===== src/design/rcpa_pkg.sv =====
// rcpa_pkg: shared types and constants of the refcounted page allocator
// opcodes, status codes, register indexes and reset values; no dependencies
`timescale 1ns / 1ps

package rcpa_pkg;

   typedef enum logic [1:0] {
      OP_ALLOC  = 2'd0,
      OP_FREE   = 2'd1,
      OP_SHARE  = 2'd2,
      OP_DONATE = 2'd3
   } op_type;

   typedef enum logic [2:0] {
      ST_OK        = 3'd0,
      ST_BAD_ADDR  = 3'd1,
      ST_EMPTY     = 3'd2,
      ST_UNOWNED   = 3'd3,
      ST_SATURATED = 3'd4
   } status_type;

   typedef enum logic [0:0] {
      CSR_FIRST_ADDR = 1'b0,
      CSR_LIMIT_ADDR = 1'b1
   } csr_type;

   localparam logic [31:0] FIRST_ADDR_RESET = 32'h8000_0000;
   localparam logic [31:0] LIMIT_ADDR_RESET = 32'h8800_0000;

   // classified request handed from front to back
   typedef struct packed {
      op_type op;
      logic   bad;
   } cmd_type;

endpackage


===== src/design/rcpa_front.sv =====
// rcpa_front: config registers, request address check and two-entry command queue
// depends on rcpa_pkg
`timescale 1ns / 1ps

module rcpa_front #(
   parameter int PAGES     = 32768,
   parameter int PAGE_BITS = 12
) (
   input  logic                       clock,
   input  logic                       reset,
   input  logic                       csr_we,
   input  logic [0:0]                 csr_index,
   input  logic [31:0]                csr_wdata,
   input  logic                       req_valid,
   output logic                       req_ready,
   input  logic [1:0]                 req_op,
   input  logic [31:0]                req_address,
   input  logic                       accept_en,
   output logic                       cmd_valid,
   output rcpa_pkg::cmd_type          cmd,
   output logic [$clog2(PAGES)-1:0]   cmd_idx,
   input  logic                       cmd_pop,
   output logic [31:0]                base_addr
);

   localparam int IDX_W = $clog2(PAGES);
   localparam logic [32:0] PAGE_MASK = (33'd1 << PAGE_BITS) - 33'd1;
   localparam logic [32:0] BASE_RESET =
      (33'(rcpa_pkg::FIRST_ADDR_RESET) + PAGE_MASK) & ~PAGE_MASK;
   localparam logic [32:0] PAGES_LIMIT = 33'(PAGES);

   logic [31:0] first_ff, first_in;
   logic [31:0] limit_ff, limit_in;
   logic [32:0] base_ff, base_in;

   rcpa_pkg::cmd_type q_cmd_ff [2];
   logic [IDX_W-1:0]  q_idx_ff [2];
   logic              wr_ptr_ff, wr_ptr_in;
   logic              rd_ptr_ff, rd_ptr_in;
   logic [1:0]        count_ff, count_in;

   logic [32:0]       csr_base;
   logic [32:0]       addr_ext;
   logic [32:0]       offset;
   logic              bad;
   logic              push;
   rcpa_pkg::cmd_type new_cmd;

   // config writes
   always_comb begin
      first_in = first_ff;
      limit_in = limit_ff;
      base_in  = base_ff;
      csr_base = ({1'b0, csr_wdata} + PAGE_MASK) & ~PAGE_MASK;
      if (csr_we) begin
         unique case (csr_index)
            rcpa_pkg::CSR_FIRST_ADDR: begin
               first_in = csr_wdata;
               base_in  = csr_base;
            end
            rcpa_pkg::CSR_LIMIT_ADDR: begin
               limit_in = csr_wdata;
            end
            default: begin
            end
         endcase
      end
   end

   // address classification
   always_comb begin
      addr_ext = {1'b0, req_address};
      offset   = (addr_ext - base_ff) >> PAGE_BITS;
      bad      = ((addr_ext & PAGE_MASK) != 33'd0) || (req_address < first_ff) ||
                 (req_address >= limit_ff) || (addr_ext < base_ff) ||
                 (offset >= PAGES_LIMIT);
      new_cmd.op  = rcpa_pkg::op_type'(req_op);
      new_cmd.bad = bad;
   end

   assign req_ready = accept_en && (count_ff != 2'd2);
   assign push      = req_valid && req_ready;

   always_comb begin
      wr_ptr_in = push ? ~wr_ptr_ff : wr_ptr_ff;
      rd_ptr_in = cmd_pop ? ~rd_ptr_ff : rd_ptr_ff;
      count_in  = count_ff + {1'b0, push} - {1'b0, cmd_pop};
   end

   always_ff @(posedge clock) begin
      if (reset) begin
         first_ff  <= rcpa_pkg::FIRST_ADDR_RESET;
         limit_ff  <= rcpa_pkg::LIMIT_ADDR_RESET;
         base_ff   <= BASE_RESET;
         wr_ptr_ff <= 1'b0;
         rd_ptr_ff <= 1'b0;
         count_ff  <= 2'd0;
      end else begin
         first_ff  <= first_in;
         limit_ff  <= limit_in;
         base_ff   <= base_in;
         wr_ptr_ff <= wr_ptr_in;
         rd_ptr_ff <= rd_ptr_in;
         count_ff  <= count_in;
      end
   end

   always_ff @(posedge clock) begin
      if (push) begin
         q_cmd_ff[wr_ptr_ff] <= new_cmd;
         q_idx_ff[wr_ptr_ff] <= offset[IDX_W-1:0];
      end
   end

   assign cmd_valid = (count_ff != 2'd0);
   assign cmd       = q_cmd_ff[rd_ptr_ff];
   assign cmd_idx   = q_idx_ff[rd_ptr_ff];
   assign base_addr = base_ff[31:0];

endmodule


===== config.mk =====
export PLATFORM = sky130hd
export DESIGN_NAME = rcpa_front
export DESIGN_NICKNAME = d
export VERILOG_FILES = /design/src/design/rcpa_pkg.sv /design/src/design/rcpa_front.sv
export SDC_FILE = /design/constraint.sdc
export NUM_CORES = 1
export LEC_CHECK = 0
export BUFFER_PORTS_ARGS = -buffer_cell sky130_fd_sc_hd__buf_2
export CORE_MARGIN = 2
export CORE_UTILIZATION = 45
export CTS_CLUSTER_SIZE = 10
export DETAILED_ROUTE_END_ITERATION = 6
export PLACE_DENSITY = 0.78
export RECOVER_POWER = 50
export SLEW_MARGIN = 30
export SYNTH_ARGS = -nofsm -noshare
export SYNTH_HDL_FRONTEND = slang
export SYNTH_SLANG_ARGS = --single-unit

===== constraint.sdc =====
create_clock -name clock -period 3.8 [get_ports clock]
set_clock_uncertainty 0.1 [all_clocks]
set_input_delay 0.38 -clock clock [delete_from_list [all_inputs] [get_ports clock]]
set_output_delay 0.38 -clock clock [all_outputs]
set_load 0.005 [all_outputs]

==> impl_metrics.py, run 1 <==
metrics = {
    "grt": {
        "grt_pass1_wl_um": 29500,
        "grt_pass1_vias": 6090,
        "grtUsageTotal_pct": 20.7,
        "grt_max_degree": 75,
        "antenna_found_initial": 0,
        "gr-total-overflow": 0,
    },
    "synth": {
        "yosys-top-cells-area": "dfxtp_1 (23%), edfxtp_1 (14%), ha_1 (14%)",
        "muxShareOfSynthArea_pct": 2.62,
        "synth_top_family_by_area": "compound AO/OA/AOI/OAI gates",
        "yosys_warnings": 0,
        "ys_async_sr_fraction_pct": 0,
        "synth_adder_area_share_pct": 14.0,
        "synth-xor-area-share_pct": 4.08,
        "yosysTopAreaCell": "dfxtp_1",
        "synth-main-ff-cell": "dfxtp_1",
        "yosysUniqueCellTypes": 57,
        "synthCells": 911,
        "synth_compound_area_share_pct": 16.2,
        "synthDominantCellAreaShare_pct": 23.3,
        "synth_edf_count": 36,
        "synth_area_um2": 7730,
        "ys_seq_area_share_pct": 37.3,
        "ys_ff_latch": 126,
        "synth_area_per_cell_um2": 8.48,
        "synth-simple-area-share_pct": 15.9,
    },
    "die": {
        "io_pins": 125,
        "fp-row-count": 47,
        "chipHeight_um": 135,
        "initial_core_util_pct": 46.3,
        "core_area_um2": 16700,
        "die_area_um2": 18200,
        "dieWidth_um": 135,
    },
    "setup_path": {
        "crit_chain": "inv_1 > ha_1 > a2111oi_0 > a21oi_1 > o21ai_1 > nor2_1 > o211ai_1 > a211o_1 > and4b_1 > nand4_1",
        "cpPeakStageDelay_ns": 0.57,
        "cp_top_family": "compound AO/OA/AOI/OAI gates",
        "critPathKind": "reg2reg",
        "cp-start-kind": "flip-flop",
        "path_max_fanout": 5,
        "worst_path_max_delay_cell": "a2111oi_0",
        "arrival_ns": 3.12,
        "cp.buffers_inverters": 1,
        "end_kind": "flip-flop",
        "cp.required_ns": 3.85,
    },
    "cells_and_area": {
        "area_delta_synth_final_pct": 14.0,
        "multi_input_area_um2": 4130,
        "finalInstanceArea_um2": 8810,
        "register_area_um2": 2880,
        "mostFrequentLayoutCells": "nand2_1 (156), a21oi_1 (109), buf_2 (100), inv_1 (99), dfxtp_1 (90)",
        "fin_nets": 1154,
        "num_antenna_cells": 0,
        "final_util_pct": 52.7,
        "drive_gt1_share_pct": 16.3,
        "fill_cells": 1588,
        "final_common_cell": "nand2_1",
    },
    "sta": {
        "setup_tns_ns": 0,
        "slew_viol_final": 141,
        "rsz0062_at_grt": "no",
        "fin_crit_sh_pct": 80.8,
        "slew_headroom_pct": -122,
        "max_freq_mhz": 326,
        "setup_violations": 0,
        "min_period_ns": 3.07,
        "hold_violations": 0,
        "tightest_slew_ns": 3.33,
    },
    "clocking": {
        "clk_pin_slew_ns": 0.06,
        "htree_levels": 4,
        "post_cts_buffers": 0,
        "clk_latency_ns": 0.42,
        "clock-sinks": 126,
        "ctsLongestPathBuffers": 2,
        "hold_buffers": 0,
        "cts_resized": 0,
        "root_buffer": "clkbuf_16",
        "tritoncts": "done",
        "cts_made_buffers": 17,
    },
    "outcome": {
        "status": "finished with violations",
        "violations": "capacitance limit, slew limit",
    },
    "hold_path": {
        "hp-class": "in2reg",
    },
    "placement": {
        "post_dp_cell_area_um2": 8290,
        "routabilityCongestion": 0.923,
        "numPortBuffers": 112,
        "dp_hpwl_um": 14000,
    },
    "power": {
        "cellLeakagePower_nw": 3.57,
        "powerDensity_nw_per_um2": 424,
        "vdd_drop_max_mv": 0.344,
    },
    "routing": {
        "ant_nets": 0,
        "dr.first_iter.drc_count": 341,
        "vias": 6410,
        "drt_first_pass_iters": 6,
        "viasPerCell": 5.22,
        "drc": 0,
        "drt-total-wl_um": 18600,
        "wl_per_cell_um": 15.1,
    },
    "job": {
        "drv_cap": 3,
    },
}
==> worst reg2reg max path, cell delays in order (launching register included) <==
cell	delay (ns)
dfxtp_1	0.38
inv_1	0.06
ha_1	0.34
a2111oi_0	0.57
a21oi_1	0.12
o21ai_1	0.24
nor2_1	0.15
o211ai_1	0.36
a211o_1	0.19
and4b_1	0.19
nand4_1	0.11
==> kinds of logic (layout without fill, tap and decap cells) <==
logic type,after synthesis,count (layout)
AND/OR/NAND/NOR,273,273
AO/OA/AOI/OAI,205,205
buffers and inverters,166,252
flip-flops,126,126
adder cells (fa/ha/maj),86,86
XOR/XNOR,36,36
multiplexers,18,18
other,1,12
==> sequential cells by signal (all words and copies together), names as in the netlist, named ones only <==
register   cells
first_ff      32
limit_ff      32
rd_ptr_ff      1
base_ff       21
count_ff       2
wr_ptr_ff      1
q_cmd_ff       6
q_idx_ff      30
==> Yosys cell counts (12+ instances only) <==
| cell type | n |
|---|---|
| nand2_1 | 156 |
| nand4_1 | 16 |
| edfxtp_1 | 36 |
| a21o_1 | 16 |
| nand3_1 | 15 |
| clkbuf_1 | 27 |
| buf_4 | 33 |
| nor2_1 | 36 |
| inv_1 | 99 |
| xnor2_1 | 24 |
| dfxtp_1 | 90 |
| xor2_1 | 12 |
| a21oi_1 | 109 |
| ha_1 | 85 |
| o21ai_0 | 28 |
| mux2_2 | 18 |
==> per-layer routing <==
layer | up-vias | GRT usage (%) | routed length [um]
li1 | 3247 | - | -
met1 | 2937 | 25.9 | 8110
met2 | 188 | 34.5 | 8860
met5 | - | 0 | 0
met3 | 38 | 4.65 | 1140
met4 | 0 | 9.09 | 458
==> cell type report <==
class / count / share of cell area, %
tap: 220 / 3.12
sequential: 126 / 32.7
multi-input combinational: 630 / 46.9
inverter: 100 / 4.26
clock buffer: 17 / 4.83
clock inverter: 15 / 1.41
timing repair buffer: 120 / 6.79
==> through the flow <==
stage	power [mW]	worst slack (ns)	instances	hold WS, ns
final	3.74	0.731	1228	0.0505
after global routing	3.92	0.493	1228	0.0372
after detailed placement	2.25	0.669	1196	0.347
after CTS	3.76	0.829	1228	0.0369
after floorplan	2.04	0.977	922	0.336
after global placement	2.23	0.736	1196	0.342
==> power breakdown <==
| part | internal [mW] | switching [mW] | leakage [nW] |
|---|---|---|---|
| combinational | 0.298 | 0.404 | 2.24 |
| clock | 0.892 | 0.613 | 0.262 |
| sequential | 1.49 | 0.0448 | 1.06 |
==> path summary, 6_finish.rpt <==
kind	startpoint	end	slack [ns]	depth (start not counted)
hold reg to reg	first_ff[9]	first_ff[9]	0.35	2
setup reg to reg	base_ff[18]	q_cmd_ff[0][0]	0.73	10
hold / removal	req_op[1]	q_cmd_ff[1][2]	0.05	1
setup / recovery	base_ff[18]	q_cmd_ff[0][0]	0.73	10
(Power assumes the default switching activity.)
==> run 2, diff against run 1 <==
clock period = 3.1 ns   (was 3.8 ns; I/O delays follow)
==> run 2 against run 1 <==
  * The flow still finishes with violations (capacitance limit, slew limit)
  * Critical path depth unchanged
  * Sequential cell count unchanged
  * Fmax up 2.4%
  * Combinational power up 24%
  * Design area up 0.80%
  * Utilization up 0.42 points
  * Non-clock buffer count up 6
  * Sequential power up 23%
  * Highest routed layer unchanged
==> impl_metrics.py, run 2 (synthesized netlist as in run 1, its figures left out) <==
metrics = {
    "hold_path": {
        "worstHoldStart": "csr_wdata[2]",
        "whs_path_depth": 3,
        "hp-class": "in2reg",
        "hold_end": "first_ff[2]",
    },
    "cells_and_area": {
        "top_regs": "first_ff x32, limit_ff x32, q_idx_ff x30",
        "final_common_cell": "nand2_1",
        "mostFrequentLayoutCells": "nand2_1 (156), a21oi_1 (109), inv_1 (99), buf_2 (96), dfxtp_1 (90)",
        "drive_gt1_share_pct": 16.1,
        "fin_nets": 1160,
        "finalInstanceArea_um2": 8880,
        "area_delta_synth_final_pct": 14.9,
    },
    "placement": {
        "routabilityCongestion": 0.891,
        "numPortBuffers": 112,
        "post_dp_cell_area_um2": 8310,
        "dp_hpwl_um": 14000,
    },
    "power": {
        "powerDensity_nw_per_um2": 523,
        "cellLeakagePower_nw": 3.60,
        "vdd_drop_max_mv": 0.410,
    },
    "routing": {
        "vias": 6470,
        "viasPerCell": 5.24,
        "drt_first_pass_iters": 5,
        "wl_per_cell_um": 15.3,
        "ant_nets": 0,
        "drt-total-wl_um": 18900,
        "dr.first_iter.drc_count": 394,
        "drc": 0,
    },
    "setup_path": {
        "cp_top_family": "compound AO/OA/AOI/OAI gates",
        "reg2reg_depth": 10,
        "cpPeakStageDelay_ns": 0.45,
        "critPathKind": "reg2reg",
        "arrival_ns": 3.04,
        "cp.buffers_inverters": 1,
        "end_kind": "flip-flop",
        "path_max_fanout": 6,
        "cp-start-kind": "flip-flop",
        "crit-reg2reg-launch": "base_ff[29]",
        "rr_endpoint": "q_cmd_ff[0][0]",
        "r2r_slack_ns": 0.10,
        "worst_path_max_delay_cell": "a2111oi_0",
        "cp.required_ns": 3.14,
        "crit_chain": "inv_1 > ha_1 > nand2b_1 > nor2_1 > o31a_1 > a2111oi_0 > o2111ai_1 > or3_1 > a211oi_1 > nand4_1",
    },
    "die": {
        "fp-row-count": 47,
        "die_area_um2": 18200,
        "io_pins": 125,
        "dieWidth_um": 135,
        "initial_core_util_pct": 46.3,
        "core_area_um2": 16700,
        "chipHeight_um": 135,
    },
    "sta": {
        "tightest_slew_ns": 1.58,
        "slew_viol_final": 75,
        "slew_headroom_pct": -5.21,
        "hold_violations": 0,
        "setup_tns_ns": 0,
        "rsz0062_at_grt": "no",
        "setup_violations": 0,
        "max_freq_mhz": 334,
        "min_period_ns": 3.00,
        "fin_crit_sh_pct": 96.7,
    },
    "grt": {
        "gr-total-overflow": 0,
        "grtUsageTotal_pct": 21.5,
        "grt_pass1_vias": 6235,
        "antenna_found_initial": 1,
        "grt_pass1_wl_um": 30800,
        "grt_max_degree": 75,
    },
    "clocking": {
        "root_buffer": "clkbuf_16",
        "clock-sinks": 126,
        "ctsLongestPathBuffers": 2,
        "clk_pin_slew_ns": 0.06,
        "clk_latency_ns": 0.42,
        "htree_levels": 4,
        "cts_made_buffers": 17,
        "tritoncts": "done",
    },
    "job": {
        "drv_cap": 1,
    },
    "outcome": {
        "status": "finished with violations",
        "violations": "capacitance limit, slew limit",
    },
}
==> run 2: power breakdown <==
| part | total [mW] | internal (mW) | switching [mW] |
|---|---|---|---|
| registers | 1.88 | 1.82 | 0.0542 |
| logic | 0.870 | 0.371 | 0.499 |
| clock network | 1.90 | 1.20 | 0.696 |
| total | 4.65 | 3.40 | 1.25 |
==> run 2: per-stage QoR <==
stage | hold slack [ns] | utilization [%] | total power [mW] | worst slack (ns) | instances
floorplan | 0.309 | - | 2.50 | 0.305 | 922
finish | 0.0461 | 53.2 | 4.65 | 0.102 | 1235
global placement | 0.342 | 49.7 | 2.74 | 0.0961 | 1198
global route | 0.0541 | 53.2 | 4.87 | 0.00294 | 1234
detailed placement | 0.347 | 49.7 | 2.77 | 0.0344 | 1198
CTS | 0.0362 | 53.3 | 4.67 | 0.170 | 1232
==> run 2: how the worst max path moves through the flow <==
stage,startpoint,cells past startpoint,endpoint
6_report,base_ff[29],10,q_cmd_ff[0][0]
3_3_place_gp,req_address[12],12,q_cmd_ff[0][0]
4_1_cts,base_ff[29],10,q_cmd_ff[0][0]
3_5_place_dp,req_address[12],12,q_cmd_ff[0][0]
5_1_grt,limit_ff[19],10,q_cmd_ff[0][0]
2_1_floorplan,base_ff[17],10,q_cmd_ff[0][0]
==> run 2: what timing repair did <==
action / in CTS / in global routing
hold endpoints to repair: 4 / 0
hold buffers: 2 / 0
resized for setup: 0 / 0
setup buffers: 0 / 2
setup endpoints to repair: 0 / 2
==> run 2: metal layers <==
| metal | GRT usage, % | part of all wire [%] | wire length, um |
|---|---|---|---|
| met4 | 8.85 | 2.4 | 455 |
| met1 | 27.2 | 45 | 8450 |
| met2 | 35.2 | 47 | 8870 |
| met5 | 0 | 0 | 0 |
| met3 | 5.03 | 5.9 | 1110 |
==> run 2: layout make-up <==
cell class | instances | area, um2
multi-input combinational | 630 | 4130
inverter | 100 | 375
clock buffer | 26 | 509
tap | 220 | 275
antenna | 1 | 2.50
timing repair buffer | 126 | 646
sequential | 126 | 2880
fill | 1586 | 7820
clock inverter | 6 | 60.1
==> run 2: worst register-to-register path, stage by stage (launching register included) <==
cell       delay [ns]
dfxtp_1          0.36
inv_1            0.07
ha_1             0.36
nand2b_1         0.13
nor2_1           0.06
o31a_1           0.24
a2111oi_0        0.45
o2111ai_1        0.18
or3_1            0.39
a211oi_1         0.22
nand4_1          0.16
